==> src/ajb_pkg.sv <==
// ----------------------------------------------------------------------------
// ajb_pkg: shared definitions for the audio jitter buffer.
// Field widths, register defaults, event and action codes, and the
// per-transaction result record passed from the controller to the top level.
// ----------------------------------------------------------------------------
package ajb_pkg;

  localparam int RING_DEPTH_DEF = 16384;
  localparam int FRAME_LEN_DEF  = 320;

  localparam int SMP_W = 16;
  localparam int LVL_W = 14;

  localparam logic [LVL_W-1:0] TARGET_RST = LVL_W'(960);
  localparam logic [LVL_W-1:0] HIGH_RST   = LVL_W'(2240);

  localparam logic ACT_PUSH = 1'b0;
  localparam logic ACT_PLAY = 1'b1;

  localparam logic CFG_TARGET = 1'b0;
  localparam logic CFG_HIGH   = 1'b1;

  typedef enum logic [1:0] {
    EV_NONE,
    EV_DROP,
    EV_UNDERRUN,
    EV_DISCARD
  } event_t;

  typedef struct packed {
    logic             from_ring;
    logic             frame_start;
    event_t           event_res;
    logic [LVL_W-1:0] fill_level;
  } result_t;

endpackage

==> src/ajb_ctrl.sv <==
// ----------------------------------------------------------------------------
// ajb_ctrl: push and playout control for the jitter buffer.
// Tracks frame positions, ring slots and the published level, decides
// frame admission, drops and underruns, and issues ring accesses.
// ----------------------------------------------------------------------------
module ajb_ctrl
  import ajb_pkg::*;
#(
  parameter int RING_DEPTH = RING_DEPTH_DEF,
  parameter int FRAME_LEN  = FRAME_LEN_DEF,
  parameter int AW         = $clog2(RING_DEPTH)
) (
  input  logic             clk,
  input  logic             rst,
  input  logic             step,
  input  logic             action,
  input  logic [SMP_W-1:0] sample_in,
  input  logic [LVL_W-1:0] target_level,
  input  logic [LVL_W-1:0] high_level,
  output logic             mem_we,
  output logic [AW-1:0]    mem_waddr,
  output logic [SMP_W-1:0] mem_wdata,
  output logic             mem_re,
  output logic [AW-1:0]    mem_raddr,
  output result_t          res
);

  localparam int PW = $clog2(FRAME_LEN);
  localparam logic [AW-1:0] LAST_SLOT = AW'(RING_DEPTH - 1);
  localparam logic [AW:0]   DEPTH_X   = (AW+1)'(RING_DEPTH);
  localparam logic [AW:0]   FL_X      = (AW+1)'(FRAME_LEN);
  localparam logic [PW-1:0] POS_LAST  = PW'(FRAME_LEN - 1);

  function automatic logic [AW-1:0] slot_inc(input logic [AW-1:0] a);
    return (a == LAST_SLOT) ? '0 : a + AW'(1);
  endfunction

  function automatic logic [AW-1:0] slot_add_frame(input logic [AW-1:0] a);
    logic [AW:0] s;
    s = {1'b0, a} + FL_X;
    return (s >= DEPTH_X) ? AW'(s - DEPTH_X) : AW'(s);
  endfunction

  logic [AW-1:0] wr_slot, wr_slot_next;
  logic [AW-1:0] wa, wa_next;
  logic [AW-1:0] rd_slot, rd_slot_next;
  logic [AW-1:0] level, level_next;
  logic [PW-1:0] push_pos, push_pos_next;
  logic [PW-1:0] play_pos, play_pos_next;
  logic          push_acc, push_acc_next;
  logic          prebuf, prebuf_next;
  logic          has_audio, has_audio_next;

  logic          acc;
  logic [AW-1:0] addr;
  logic [AW:0]   lvl;
  logic          pre;
  logic          audio;
  logic [AW-1:0] rs;

  always_comb begin
    wr_slot_next   = wr_slot;
    wa_next        = wa;
    rd_slot_next   = rd_slot;
    level_next     = level;
    push_pos_next  = push_pos;
    play_pos_next  = play_pos;
    push_acc_next  = push_acc;
    prebuf_next    = prebuf;
    has_audio_next = has_audio;
    mem_we         = 1'b0;
    mem_waddr      = wa;
    mem_wdata      = sample_in;
    mem_re         = 1'b0;
    mem_raddr      = rd_slot;
    res            = '0;
    res.event_res  = EV_NONE;
    acc            = push_acc;
    addr           = wa;
    lvl            = {1'b0, level};
    pre            = prebuf;
    audio          = has_audio;
    rs             = rd_slot;

    if (action == ACT_PUSH) begin
      if (push_pos == '0) begin
        res.frame_start = 1'b1;
        acc  = (lvl + FL_X) <= (DEPTH_X - (AW+1)'(1));
        addr = wr_slot;
        if (!acc) begin
          res.event_res = EV_DISCARD;
        end
      end
      mem_we    = step && acc;
      mem_waddr = addr;
      wa_next   = slot_inc(addr);
      if (push_pos == POS_LAST) begin
        push_pos_next = '0;
        push_acc_next = 1'b0;
        if (acc) begin
          wr_slot_next = slot_inc(addr);
          level_next   = AW'(lvl + FL_X);
        end
      end else begin
        push_pos_next = push_pos + PW'(1);
        push_acc_next = acc;
      end
    end else begin
      if (play_pos == '0) begin
        res.frame_start = 1'b1;
        audio = 1'b0;
        if (pre && (32'(lvl) >= 32'(target_level))) begin
          pre = 1'b0;
        end
        if (!pre) begin
          if ((32'(lvl) >= 32'(high_level)) && (lvl >= FL_X)) begin
            rs            = slot_add_frame(rs);
            lvl           = lvl - FL_X;
            res.event_res = EV_DROP;
          end
          if (lvl >= FL_X) begin
            audio = 1'b1;
          end else begin
            res.event_res = EV_UNDERRUN;
            pre           = 1'b1;
          end
        end
      end
      if (audio) begin
        mem_re        = step;
        mem_raddr     = rs;
        res.from_ring = 1'b1;
        rs            = slot_inc(rs);
        lvl           = lvl - (AW+1)'(1);
      end
      if (play_pos == POS_LAST) begin
        play_pos_next  = '0;
        has_audio_next = 1'b0;
      end else begin
        play_pos_next  = play_pos + PW'(1);
        has_audio_next = audio;
      end
      rd_slot_next = rs;
      level_next   = AW'(lvl);
      prebuf_next  = pre;
    end
    res.fill_level = LVL_W'(level_next);
  end

  always_ff @(posedge clk) begin
    if (rst) begin
      wr_slot   <= '0;
      wa        <= '0;
      rd_slot   <= '0;
      level     <= '0;
      push_pos  <= '0;
      play_pos  <= '0;
      push_acc  <= 1'b0;
      prebuf    <= 1'b1;
      has_audio <= 1'b0;
    end else if (step) begin
      wr_slot   <= wr_slot_next;
      wa        <= wa_next;
      rd_slot   <= rd_slot_next;
      level     <= level_next;
      push_pos  <= push_pos_next;
      play_pos  <= play_pos_next;
      push_acc  <= push_acc_next;
      prebuf    <= prebuf_next;
      has_audio <= has_audio_next;
    end
  end

endmodule

==> config.mk <==
export PLATFORM = sky130hd
export DESIGN_NAME = ajb_ctrl
export DESIGN_NICKNAME = d
export VERILOG_FILES = /design/src/ajb_pkg.sv /design/src/ajb_ctrl.sv
export SDC_FILE = /design/constraint.sdc
export NUM_CORES = 1
export LEC_CHECK = 0
export ABC_AREA = 0
export BUFFER_PORTS_ARGS = -buffer_cell sky130_fd_sc_hd__buf_2
export CORE_ASPECT_RATIO = 1.2
export CORE_UTILIZATION = 40
export DETAILED_ROUTE_END_ITERATION = 8
export PLACE_DENSITY_LB_ADDON = 0.1
export SLEW_MARGIN = 25
export SYNTH_ARGS = -nofsm -noshare
export SYNTH_HDL_FRONTEND = slang
export SYNTH_SLANG_ARGS = --single-unit
==> constraint.sdc <==
create_clock -name clk -period 9.6 [get_ports clk]
set_input_delay 0.96 -clock clk [delete_from_list [all_inputs] [get_ports clk]]
set_output_delay 0.96 -clock clk [all_outputs]
set_load 0.02 [all_outputs]
==> results by group <==
Clocking
  • Cts hold-fix bufs: 0
  • CTS clk-pin slew, worst paths: 60 ps
  • Post-CTS sizing: 0
  • Clock Path Buffers: 2
  • Inserted Clock Buffers: 9
  • Clock latency on the worst-skew pair: 350 ps
  • Max H-tree Level: 3
  • CTS tree: done
  • Clk sinks: 77
  • Setup Fix Bufs, Post-CTS: 0
  • Root buf cell: clkbuf_16

Placed design
  • GPL Wtd Cong: 0.850
  • HPWL Detailed: 13500 um
  • I/O Buffers: 79

Route
  • DR vias/cell: 5.63
  • Avg WL per Cell: 16.4 um
  • Drt initial violations: 335
  • Drt pass-1 iters: 5
  • Detailed Route WL: 18600 um
  • DRT antenna net count: 0
  • DRC errors left: 0
  • Vias: 6409

Setup path
  • Critical path required time: 8640 ps
  • Kind of cell adding the most delay to the critical path: simple AND/OR/NAND/NOR gates
  • CP cell instances: inv_1 -> ha_1 -> nand4b_1 -> a211o_1 -> a21oi_1 -> o21ai_0 -> mux2_2 -> nand2b_1 -> nor3_1 -> and3_1 -> xor2_1 -> o22ai_1 -> a31oi_1 -> buf_2
  • Biggest cell delay along the critical path: 700 ps
  • Critical path capture point type: primary output
  • Crit path kind: reg -> out
  • Critical path launch point: level[6]
  • Worst EP arrival: 4740 ps
  • Critical path startpoint category: flip-flop
  • RR Startpoint: level[6]
  • Buffers and inverters on the worst path: 2
  • Crit path max-delay cell type: dfxtp_1
  • Crit Path Max Fanout: 18

Final layout
  • Layout Area Growth over Synthesis: 9.36%
  • Final design utilization: 0.450
  • Nets@finish: 1010
  • FILL cells: 1761
  • Ant diodes: 0
  • Most common cell after layout, fill and taps aside: nor2_1
  • Most frequent cells in the layout: nor2_1 (103), nand2_1 (94), buf_2 (79)
  • Share of cells above drive strength 1: 0.164

Global route
  • Vias in the first global route: 6117
  • Tot GR Track Use: 0.225
  • Global-route wire length before repair: 30900 um
  • Total grt overflow: 0
  • Largest net degree at the start of global routing: 53
  • Initial antenna violation count: 0

Power
  • Clk pwr share: 0.439
  • Leakage: 0.00312 uW
  • P_sw: 212 uW
  • Combinational Power Share: 0.126
  • VDD IR max: 0.0820 mV
  • Reg power frac: 0.435
  • P per Cell Area: 103 nW/um^2
  • Int Power: 545 uW
  • Fraction of power spent switching nets: 0.280

Synth
  • Async set-reset flop share out of synthesis: 0
  • Seq/Total Area, Yosys: 0.230
  • Share of the synthesized area in the top cell type: 0.230
  • Post-Syn Area: 6700 um^2
  • Yosys reg bits: 77
  • Post-Syn Instances: 896
  • Synth Flop Type: dfxtp_1
  • Yosys warning count: 0
  • Area leader, netlist: dfxtp_1
  • Netlist cell types: 80
  • Area contributors post-synth: dfxtp_1 (23%), ha_1 (7.7%), nor2_1 (5.8%)
  • Syn Nets: 985
  • Mean Syn Cell Area: 7.48 um^2
  • EDFF count, synth: 0

Timing
  • Final setup violation count: 0
  • Period Utilization, post-route: 0.594
  • Worst-margin pin slew: 860 ps
  • Slew Limit Headroom: 0.427
  • Achievable Freq: 175 MHz
  • Hold Vio Cnt, Final: 0
  • Final setup TNS: 0 ps
  • Slew Limit Fails: 0
  • Min Tclk post-route: 5700 ps
  • Skew final: 6.71 ps
  • RSZ-0062 raised after global routing: false

Die
  • Site Rows: 51
  • Ports: 112
  • Core ar.: 16300 um^2
  • Initial Utilization: 0.412
  • Die Span X: 120 um
  • DIE HEIGHT: 144 um
  • Die ar.: 17300 um^2

Run status
  • Status: complete, no violations

Min path
  • Min-Delay Path Class: reg -> reg
  • Worst Hold Launch: push_acc

Flow run
  • Max-Cap Viols: 0
[registers in the layout, summed over array words and instances, names as in the netlist]
| register | flops |
|---|---|
| prebuf | 1 |
| wa | 14 |
| rd_slot | 14 |
| level | 14 |
| push_acc | 1 |
| has_audio | 1 |
| wr_slot | 14 |
| play_pos | 9 |
| push_pos | 9 |
[worst min-delay path, cell delays in order, from the launching register on]
cell and delay, ps:
dfxtp_1 310, nand2_1 50, a21oi_1 50
[worst paths after layout]
check	end	slack [ps]	cells after the start
setup / recovery	res[13]	3900	14
setup reg to reg	level[13]	5330	13
hold reg to reg	push_acc	450	2
hold / removal	push_acc	450	2
[logic make-up (layout without fill, tap and decap cells)]
group	Yosys count	count (layout)	synth area share
AOI/OAI and AO/OA	197	197	0.197
and+or+nand+nor	364	364	0.274
buffers and inverters	118	148	0.0820
adders and majority gates	41	41	0.0766
muxes	37	37	0.0590
xor gates and xnor gates	62	62	0.0811
DFF	77	77	0.230
[area by class of cell]
| cell class | instances | area, um^2 | area share |
|---|---|---|---|
| Multi-Input combinational cell | 701 | 4610 | 0.629 |
| Sequential cell | 77 | 1540 | 0.210 |
| Timing Repair Buffer | 87 | 455 | 0.0622 |
| Tap cell | 212 | 265 | 0.0362 |
| Clock buffer | 11 | 253 | 0.0345 |
| Inverter | 45 | 169 | 0.0231 |
| Clock inverter | 5 | 33.8 | 0.00461 |
[routing by layer]
layer / track usage / routed length [um]
met3: 0.0294 / 761
met1: 0.275 / 8230
met4: 0.0954 / 572
met2: 0.394 / 9080
met5: 0 / 0
[power by group through the flow]
stage / combinational, uW / clock [uW] / sequential [uW]
after global routing: 107 / 356 / 330
after detailed placement: 96.2 / 0 / 337
after CTS: 96.6 / 344 / 329
after global placement: 96.6 / 0 / 337
after floorplan: 79.5 / 0 / 332
final: 95.7 / 332 / 330
[through the flow]
step / hold slack (ps) / worst slack (ps) / area [um^2] / power [uW] / instances
floorplan: 429 / 4780 / 6700 / 412 / 896
global placement: 443 / 4140 / 7040 / 433 / 1122
detailed placement: 444 / 4140 / 7040 / 433 / 1122
CTS: 453 / 3910 / 7320 / 770 / 1138
global route: 485 / 3500 / 7320 / 793 / 1138
finish: 451 / 3900 / 7320 / 757 / 1138
[synthesized netlist by cell type, drive strengths merged (5+ instances only)]
master	n
a21o	5
nand4	17
and4	5
and2	6
o21ai	46
or3	17
nand2b	6
xor2	34
nor2	103
nand2	94
mux2i	17
a21oi	62
clkbuf	37
nor3	27
mux2	20
a31oi	6
o211ai	12
nor3b	5
and3	8
or2	5
buf	36
xnor2	28
o21a	7
nand3	43
ha	41
inv	44
nor4	7
a22oi	10
dfxtp	77
nor2b	8
nand4b	6
Note: power is estimated with default switching activity, not from simulation.
